--- src/rtl/lru_page_replacement_core_defines.svh ---
// ----------------------------------------------------------------------------
// lru_page_replacement_core_defines
// assertion macros for the lru page replacement core
// ----------------------------------------------------------------------------
`ifndef LRU_PAGE_REPLACEMENT_CORE_DEFINES_SVH
`define LRU_PAGE_REPLACEMENT_CORE_DEFINES_SVH
`ifndef NO_ASSERTIONS
`define LRU_ASSERT_IMPL(label, clk, rst, pre, post) \
   label: assert property (@(posedge clk) disable iff (rst) (pre) |-> (post)) \
      else $error("lru check failed");
`define LRU_ASSERT_NEXT(label, clk, rst, pre, post) \
   label: assert property (@(posedge clk) disable iff (rst) (pre) |=> (post)) \
      else $error("lru check failed");
`else
`define LRU_ASSERT_IMPL(label, clk, rst, pre, post)
`define LRU_ASSERT_NEXT(label, clk, rst, pre, post)
`endif
`endif

--- src/rtl/lru_pkg.sv ---
// ----------------------------------------------------------------------------
// lru_pkg
// shared types for the lru page replacement core
// ----------------------------------------------------------------------------
package lru_pkg;
   typedef enum logic [1:0] {
      ST_IDLE,
      ST_READ,
      ST_UPDATE
   } state_type;

   localparam int unsigned OUT_PAGE_BITS  = 16;
   localparam int unsigned OUT_FRAME_BITS = 3;
   localparam logic [15:0] FAULT_MAX      = 16'hFFFF;
endpackage

--- src/rtl/lru_frame_store.sv ---
// ----------------------------------------------------------------------------
// lru_frame_store
// frame page memory, one write port and a registered read of every entry
// ----------------------------------------------------------------------------
module lru_frame_store #(
   parameter int FRAMES    = 8,
   parameter int PAGE_BITS = 16
) (
   input  logic                          clock,
   input  logic                          wr_en,
   input  logic [$clog2(FRAMES)-1:0]     wr_addr,
   input  logic [PAGE_BITS-1:0]          wr_data,
   output logic [FRAMES*PAGE_BITS-1:0]   rd_data
);
   logic [PAGE_BITS-1:0] mem [FRAMES];
   always_ff @(posedge clock) begin
      if (wr_en) begin
         mem[wr_addr] <= wr_data;
      end
   end
   // every entry is read at its own place, registered
   always_ff @(posedge clock) begin
      for (int i = 0; i < FRAMES; i++) begin
         rd_data[i*PAGE_BITS +: PAGE_BITS] <= mem[i];
      end
   end
endmodule

--- src/rtl/lru_recency.sv ---
// ----------------------------------------------------------------------------
// lru_recency
// age counters per frame; the frame with the largest age is the victim
// ----------------------------------------------------------------------------
module lru_recency #(
   parameter int FRAMES = 8
) (
   input  logic                        clock,
   input  logic                        reset,
   input  logic                        touch,
   input  logic [$clog2(FRAMES)-1:0]   touch_frame,
   output logic [$clog2(FRAMES)-1:0]   victim
);
   localparam int FW = $clog2(FRAMES);
   logic [FW-1:0] age_ff [FRAMES];
   logic [FW-1:0] victim_ff, victim_in;

   // ages form a permutation from reset on; largest age is least recent
   always_ff @(posedge clock) begin
      if (reset) begin
         for (int i = 0; i < FRAMES; i++) age_ff[i] <= FW'(FRAMES - 1 - i);
      end else if (touch) begin
         for (int i = 0; i < FRAMES; i++) begin
            if (FW'(i) == touch_frame) age_ff[i] <= '0;
            else if (age_ff[i] < age_ff[touch_frame]) age_ff[i] <= age_ff[i] + 1'b1;
         end
      end
   end

   always_comb begin
      victim_in = '0;
      for (int i = 0; i < FRAMES; i++) begin
         if (age_ff[i] == FW'(FRAMES - 1)) victim_in = FW'(i);
      end
   end

   always_ff @(posedge clock) begin
      victim_ff <= victim_in;
   end
   assign victim = victim_ff;
endmodule

--- src/rtl/lru_page_replacement_core.sv ---
// result: the strobe is registered after the read and update states
// a new reference is taken only when idle, after the frame memory read
//   and the recency update of the last one have finished
// reset: synchronous; all frames empty, fault count zero, no result pending
// results cannot be stalled by the receiver
// ----------------------------------------------------------------------------
// lru_page_replacement_core
// fully associative lru page replacement over a small set of frames
// ----------------------------------------------------------------------------
`include "lru_page_replacement_core_defines.svh"
module lru_page_replacement_core
   import lru_pkg::*;
#(
   parameter int FRAMES    = 8,
   parameter int PAGE_BITS = 16
) (
   input  logic        clock,
   input  logic        reset,
   input  logic        start,
   output logic        busy,
   input  logic [15:0] req_page_number,
   output logic        rsp_valid,
   output logic        rsp_hit,
   output logic [2:0]  rsp_frame_index,
   output logic        rsp_evicted_valid,
   output logic [15:0] rsp_evicted_page,
   output logic [15:0] rsp_fault_count
);
   localparam int FW = $clog2(FRAMES);

   state_type state_ff, state_in;
   logic [PAGE_BITS-1:0]        page_ff;
   logic [FRAMES-1:0]           valid_ff;
   logic [15:0]                 faults_ff;
   logic [FRAMES*PAGE_BITS-1:0] rd_data;
   logic [FW-1:0]               victim;

   // lookup on the registered memory snapshot
   logic          hit_c, blank_c;
   logic [FW-1:0] hit_idx, blank_idx, frame_c;
   logic [PAGE_BITS-1:0] ev_page_c;
   logic          update;

   always_comb begin
      hit_c = 1'b0; hit_idx = '0; blank_c = 1'b0; blank_idx = '0;
      for (int i = FRAMES - 1; i >= 0; i--) begin
         if (valid_ff[i] && rd_data[i*PAGE_BITS +: PAGE_BITS] == page_ff) begin
            hit_c = 1'b1; hit_idx = FW'(i);
         end
         if (!valid_ff[i]) begin
            blank_c = 1'b1; blank_idx = FW'(i);
         end
      end
      frame_c   = hit_c ? hit_idx : (blank_c ? blank_idx : victim);
      ev_page_c = rd_data[victim*PAGE_BITS +: PAGE_BITS];
   end

   // fsm: idle, wait for memory read, then update and respond
   always_ff @(posedge clock) begin
      if (reset) state_ff <= ST_IDLE;
      else       state_ff <= state_in;
   end

   always_comb begin
      state_in = state_ff;
      update   = 1'b0;
      unique case (state_ff)
         ST_IDLE:   if (start) state_in = ST_READ;
         ST_READ:   state_in = ST_UPDATE;
         ST_UPDATE: begin
            update   = 1'b1;
            state_in = ST_IDLE;
         end
         default:   state_in = ST_IDLE;
      endcase
   end
   assign busy = (state_ff != ST_IDLE);

   always_ff @(posedge clock) begin
      if (state_ff == ST_IDLE && start) page_ff <= PAGE_BITS'(req_page_number);
   end

   always_ff @(posedge clock) begin
      if (reset) begin
         valid_ff  <= '0;
         faults_ff <= '0;
         rsp_valid <= 1'b0;
      end else begin
         rsp_valid <= update;
         if (update && !hit_c) begin
            valid_ff[frame_c] <= 1'b1;
            if (faults_ff != FAULT_MAX) faults_ff <= faults_ff + 16'd1;
         end
      end
   end

   // response payload
   always_ff @(posedge clock) begin
      if (update) begin
         rsp_hit           <= hit_c;
         rsp_frame_index   <= OUT_FRAME_BITS'(frame_c);
         rsp_evicted_valid <= !hit_c && !blank_c;
         rsp_evicted_page  <= (!hit_c && !blank_c) ? OUT_PAGE_BITS'(ev_page_c) : '0;
         rsp_fault_count   <= (!hit_c && faults_ff != FAULT_MAX) ? faults_ff + 16'd1
                                                                 : faults_ff;
      end
   end

   lru_frame_store #(.FRAMES(FRAMES), .PAGE_BITS(PAGE_BITS)) u_store (
      .clock   (clock),
      .wr_en   (update && !hit_c),
      .wr_addr (frame_c),
      .wr_data (page_ff),
      .rd_data (rd_data)
   );

   lru_recency #(.FRAMES(FRAMES)) u_recency (
      .clock       (clock),
      .reset       (reset),
      .touch       (update),
      .touch_frame (frame_c),
      .victim      (victim)
   );

   // a result follows every update step
   `LRU_ASSERT_NEXT(a_rsp_after_update, clock, reset, update, rsp_valid)
   // busy is high in the read state
   `LRU_ASSERT_IMPL(a_no_start_overlap, clock, reset, state_ff == ST_READ, busy)
   // fault count never drops
   `LRU_ASSERT_NEXT(a_faults_mono, clock, reset, 1'b1, faults_ff >= $past(faults_ff))
endmodule

--- config.mk ---
export PLATFORM = sky130hd
export DESIGN_NAME = lru_page_replacement_core
export DESIGN_NICKNAME = d
export VERILOG_FILES = /design/src/rtl/lru_pkg.sv /design/src/rtl/lru_frame_store.sv /design/src/rtl/lru_recency.sv /design/src/rtl/lru_page_replacement_core.sv
export VERILOG_INCLUDE_DIRS = /design/src /design/src/rtl
export SDC_FILE = /design/constraint.sdc
export NUM_CORES = 1
export LEC_CHECK = 0
export BUFFER_PORTS_ARGS = -buffer_cell sky130_fd_sc_hd__buf_2
export CAP_MARGIN = 20
export CORE_ASPECT_RATIO = 0.8
export CORE_MARGIN = 5
export CORE_UTILIZATION = 60
export CTS_BUF_LIST = sky130_fd_sc_hd__clkbuf_4 sky130_fd_sc_hd__clkbuf_8
export CTS_CLUSTER_DIAMETER = 150
export DETAILED_ROUTE_END_ITERATION = 10
export GPL_TIMING_DRIVEN = 0
export PLACE_DENSITY = 0.78
export SKIP_LAST_GASP = 1
export SLEW_MARGIN = 20
export SYNTH_ARGS = -nofsm -noshare
export SYNTH_HDL_FRONTEND = slang
export SYNTH_SLANG_ARGS = --single-unit
--- constraint.sdc ---
create_clock -name clock -period 9.6 [get_ports clock]
set_clock_uncertainty 0.2 [all_clocks]
set_input_delay 1.44 -clock clock [delete_from_list [all_inputs] [get_ports clock]]
set_output_delay 1.44 -clock clock [all_outputs]
set_load 0.05 [all_outputs]
After elaboration in Yosys (flattened, before gate mapping)
Memory sizes are Yosys's and may differ from the RTL's. A register that Yosys moved wholly into a read port is not among the register bits. Cells that the tools add are included. W data, S select, Z words.

Add/sub/neg operators: 9. Magnitude comparators: 10. Eq/ne operators: 26. Shift-type cells: 1. Multiplexer cells: 138. Bitwise operators: 17. Reductions and logical operators: 21.

Operators by type and width (count): $eq A16 B16 Y1 (8); $shiftx A128 B8 Y16 (1); $mux W3 (34); $mux W1 (96); $add A3 B1 Y3 const B (8); $lt A3 B3 Y1 (8); $eq A3 B3 Y1 const B (7); $add A16 B1 Y16 const B (1); $mux W16 (1); $ne A16 B16 Y1 const B (1); $or A1 B1 Y1 (16); $logic_and A1 B1 Y1 (13); $eq A3 B3 Y1 const A (4); $mux W2 (5); $or A8 B8 Y8 (1); $eq A2 B3 Y1 const A (2); $lt A3 B4 Y1 const B (1); $pmux W2 S2 (1); $reduce_or A4 Y1 (1); $demux W1 S3 (1); $eq A1 B3 Y1 const A (1); $ge A3 B1 Y1 const B (1); $logic_not A3 Y1 (1); $eq A2 B1 Y1 const B (1); other kinds (7) (8).

Flip-flop bits (word level): 83. RAM bits: 152. Input bits: 19. Output and inout port bits: 39. Logic and storage cells: 237. Memories kept: 2.

Memories: u_store.mem (words 8, bits a word 16, rd ports 8, clocked after Yosys merged registers in 8, wr ports 1, RTL line lru_frame_store.sv:15) `logic [PAGE_BITS-1:0] mem [FRAMES];`; u_recency.age_ff (words 8, bits a word 3, rd ports 9, clocked after Yosys merged registers in 0, wr ports 8, RTL line lru_recency.sv:15) `logic [FW-1:0] age_ff [FRAMES];`.

Depth between registers and ports, before layout
An unclocked memory read counts as a cell.

Depth in word-level cells: 19. Depth in mapped cells: 17. Depth with buffers taken out: 15.

By module
A second synthesis with hierarchy kept.

Cell total of the unflattened synthesis: 1072. Area total of the unflattened synthesis: 14930.6 um^2.

Modules (own cells, without submodules): lru_frame_store (instances 1, cells each 264, area an instance 6502.5 um^2); lru_page_replacement_core (instances 1, cells each 611, area an instance 6314.8 um^2); lru_recency (instances 1, cells each 197, area an instance 2113.3 um^2).

Least setup slack after synthesis
No wires, ideal clock.

Kind: flip-flop to flip-flop. From: register page_ff[7]. To: memory u_recency.age_ff[6][0] (netlist name), enable pin. Library setup time: 0.362 ns. Arrival time: 4.028 ns. Setup slack: 5.010 ns. Cell stages (with the launch flop): 16. Path buffers: 2. Cell sequence: edfxtp_1 -> buf_6 -> xnor2_2 -> nand4_1 -> or4_1 -> o22ai_2 -> nor4b_2 -> and2_1 -> nor2_4 -> clkbuf_1 -> o21ai_0 -> nand2_1 -> o21ai_0 -> ha_1 -> or3_1 -> o311ai_1.

RTL lines: start: declaration (RTL line lru_page_replacement_core.sv:32) `logic [PAGE_BITS-1:0] page_ff;`; start signal: assignment (RTL line lru_page_replacement_core.sv:80) `if (state_ff == ST_IDLE && start) page_ff <= PAGE_BITS'(req_page_number);`; end: declaration (RTL line lru_recency.sv:15).

==> results.md <==
- YS warnings: 0
- Via density: 5.87
- Hold Fails Final Rpt: 0
- Hold Crit Class: register to register
- HP Start: u_store.mem[1][4]
- Vias in the first global route: 8867
- Worst skew pair latency: 0.59 ns
- Syn Std Cell Area: 14600 sq um
- Ant diodes: 0
- Async SR Flop Fraction: 0%
- CTS Buf Count: 53
- Synth-to-Final Area Change: 14.1%
- Worst hold path depth: 0
- Seq cells post-synth: 363
- Final ANT Viol Nets: 0
- Tot Pwr: 3.21 mW
- CTS Root Buffer Type: clkbuf_8
- First-pass DRT Iterations: 5
- Status: completed
- Routed WL: 34.1 mm
- Antenna violations before repair: 0
- Worst-margin pin slew: 1.06 ns
- Layout Nets: 1196
- Pleak: 6.01 nW
- Share of layout cells above drive strength 1: 22.6%
- Syn Nets: 1070
- Wirelength per Cell: 22.5 microns
- Worst EP required: 9.62 ns
- R2r startpoint: page_ff[11]
- Setup-violating endpoint count in the final report: 0
- Largest net degree at the start of global routing: 47
- Hold Path Sink: u_store.rd_data[20]
- Fmax: 167 MHz
- H-tree depth: 2
- Pwr Density: 193 nW/um^2
- EDFF count, synth: 205
- Fin Setup TNS: 0 ns
- Avg Cell Area, Syn: 14.2 sq um
- GRT Util Overall: 25.3%
- Post-route DRC: 0
- Mapped Cells: 1027
- CTS tree: built
- Fin crit period: 6.00 ns
- Maximum vdd drop: 0.149 mV
- Slew HR: 28.8%
- Global route overflow: 0
- Post-synthesis sequential area ratio: 63.9%
- Clock-pin slew on the worst setup and hold paths: 0.07 ns
- CP Capture Type: register
- Worst reg2reg path endpoint: u_recency.age_ff[4][1]
- Die Footprint: 27600 sq um
- Depth of the most critical reg-to-reg path: 14
- Die height: 149 microns
- GP Congestion: 0.939
- Post-CTS setup buffers: 0
- First DRT Iteration DRCs: 804
- # rows: 51
- Critical Path AT: 6.02 ns
- DP HPWL: 24.4 mm
- First-pass GRT wire length: 52.3 mm
- Fillers: 1644
- Synth Flop Type: edfxtp_1
- Fin crit share: 62.5%
- Synth unique cells: 76
- FF-to-FF setup slack: 3.60 ns
- I/O pin count: 58
- Crit Path Class: register to register
- Commonest non-fill, non-tap cell in the layout: edfxtp_1
- Core area: 24100 sq um
- Clk sinks: 363
- Fin. max-slew vios: 0
- Total number of vias: 8900
- # hold bufs at CTS: 0
- CP Max Fanout: 10
- Post-cts sizing count: 0
- Initial core utilization: 60.5%
- RSZ-0062 raised after global routing: false
- Startpoint Class: register
- MaxCap Viol Count: 0
- Commonest cells after routing, fill and taps aside: edfxtp_1 (205), dfxtp_1 (158), xor2_1 (100)
- CTS Buffer Depth: 3
- Die Wd: 184 microns
- Port bufs: 57
[state kept, by name, indices dropped and copies added (netlist names), 8 cells and up]
| register | count |
|---|---|
| faults_ff | 16 |
| u_store.rd_data | 128 |
| u_recency.age_ff | 24 |
| rsp_evicted_page | 16 |
| valid_ff | 8 |
| u_store.mem | 128 |
| rsp_fault_count | 16 |
| page_ff | 16 |
[metal layers]
layer  wire length [microns]  up-vias  GRT usage (%)
li1                        -     4072              -
met1                   14900     4375           37.8
met2                   15200      391           38.0
met3                    3190       62           6.10
met4                     731        0           6.13
met5                       0        -              0
[power by group]
part           internal (mW)  switching (mW)  total, mW
Combinational         0.0891           0.140      0.229
Clock                  0.714           0.588       1.30
Sequential              1.66          0.0199       1.68
[Yosys cell counts (5+ instances only)]
library cell / instances / share of area, %
mux2i_1: 20 / 1.4
nor3b_1: 7 / 0.36
o41a_1: 7 / 0.54
ha_1: 24 / 2.1
dfxtp_1: 158 / 22
xor2_1: 100 / 6.0
o211a_1: 5 / 0.34
buf_6: 16 / 1.2
nand3_1: 5 / 0.17
nand2_1: 64 / 1.6
clkbuf_1: 18 / 0.46
and3_1: 8 / 0.34
or3_1: 7 / 0.30
a31oi_1: 6 / 0.26
nor4_1: 15 / 0.64
edfxtp_1: 205 / 42
xnor2_1: 48 / 2.9
o21ai_0: 24 / 0.82
a21o_1: 5 / 0.26
nand2b_1: 7 / 0.30
a21oi_1: 22 / 0.75
nor2_1: 56 / 1.4
a211oi_1: 8 / 0.41
inv_1: 16 / 0.41
o21a_1: 10 / 0.51
nand4_1: 14 / 0.60
nor3_1: 28 / 0.96
mux4_2: 32 / 4.9
maj3_2: 6 / 0.46
[through the flow]
step	instances	utilization (%)	worst slack, ns	cell area (sq um)	hold WS (ns)
6_report	1516	69.0	3.60	16700	0.134
5_1_grt	1516	69.0	3.16	16700	0.131
4_1_cts	1516	69.0	3.70	16600	0.135
3_5_place_dp	1416	64.2	3.72	15500	0.127
3_3_place_gp	1402	63.3	2.78	15300	0.123
2_1_floorplan	1027	-	5.01	14600	0.123
[worst max-delay path by stage]
stage | slack (ns) | from | cells past startpoint | end
CTS | 3.70 | page_ff[11] | 14 | u_recency.age_ff[2][0]
floorplan | 5.01 | page_ff[7] | 15 | u_recency.age_ff[6][0]
finish | 3.60 | page_ff[11] | 14 | u_recency.age_ff[4][1]
global route | 3.16 | page_ff[11] | 14 | u_recency.age_ff[4][2]
detailed placement | 3.72 | page_ff[11] | 14 | u_recency.age_ff[4][1]
global placement | 2.78 | state_ff[0] | 5 | u_store.mem[3][14]
[logic make-up (layout without fill, tap and decap cells)]
logic type	Yosys count	in the layout	synth area share [%]
simple gates	237	237	8.37
fa+ha+maj	32	32	2.66
flops	363	363	63.9
mux	56	56	6.62
xor+xnor	151	151	9.22
compound gates	129	129	6.82
buf+inv	59	230	2.44
[critical path: stages (launching register included)]
cell      delay [ns]
edfxtp_1        0.52
buf_4           0.24
xor2_1          0.23
nor4_1          0.66
nand4_1         0.20
o22ai_2         0.39
nor4b_2         0.19
and2_1          0.29
nor2_4          0.24
clkbuf_1        0.45
a21oi_1         0.15
o21ai_1         0.77
ha_1            0.42
nor3b_1         0.16
a211oi_1        0.51
[final cells by class]
class	instances	area, sq um	share of cell area, %
Multi-Input combinational cell	605	4960	29.8
Clock inverter	18	139	0.834
Clock buffer	82	1020	6.14
Buffer	41	290	1.74
Tap cell	318	398	2.39
Timing Repair Buffer	71	449	2.70
Sequential cell	363	9320	56.0
Inverter	18	72.6	0.436
Note: power is estimated with default switching activity, not from simulation.
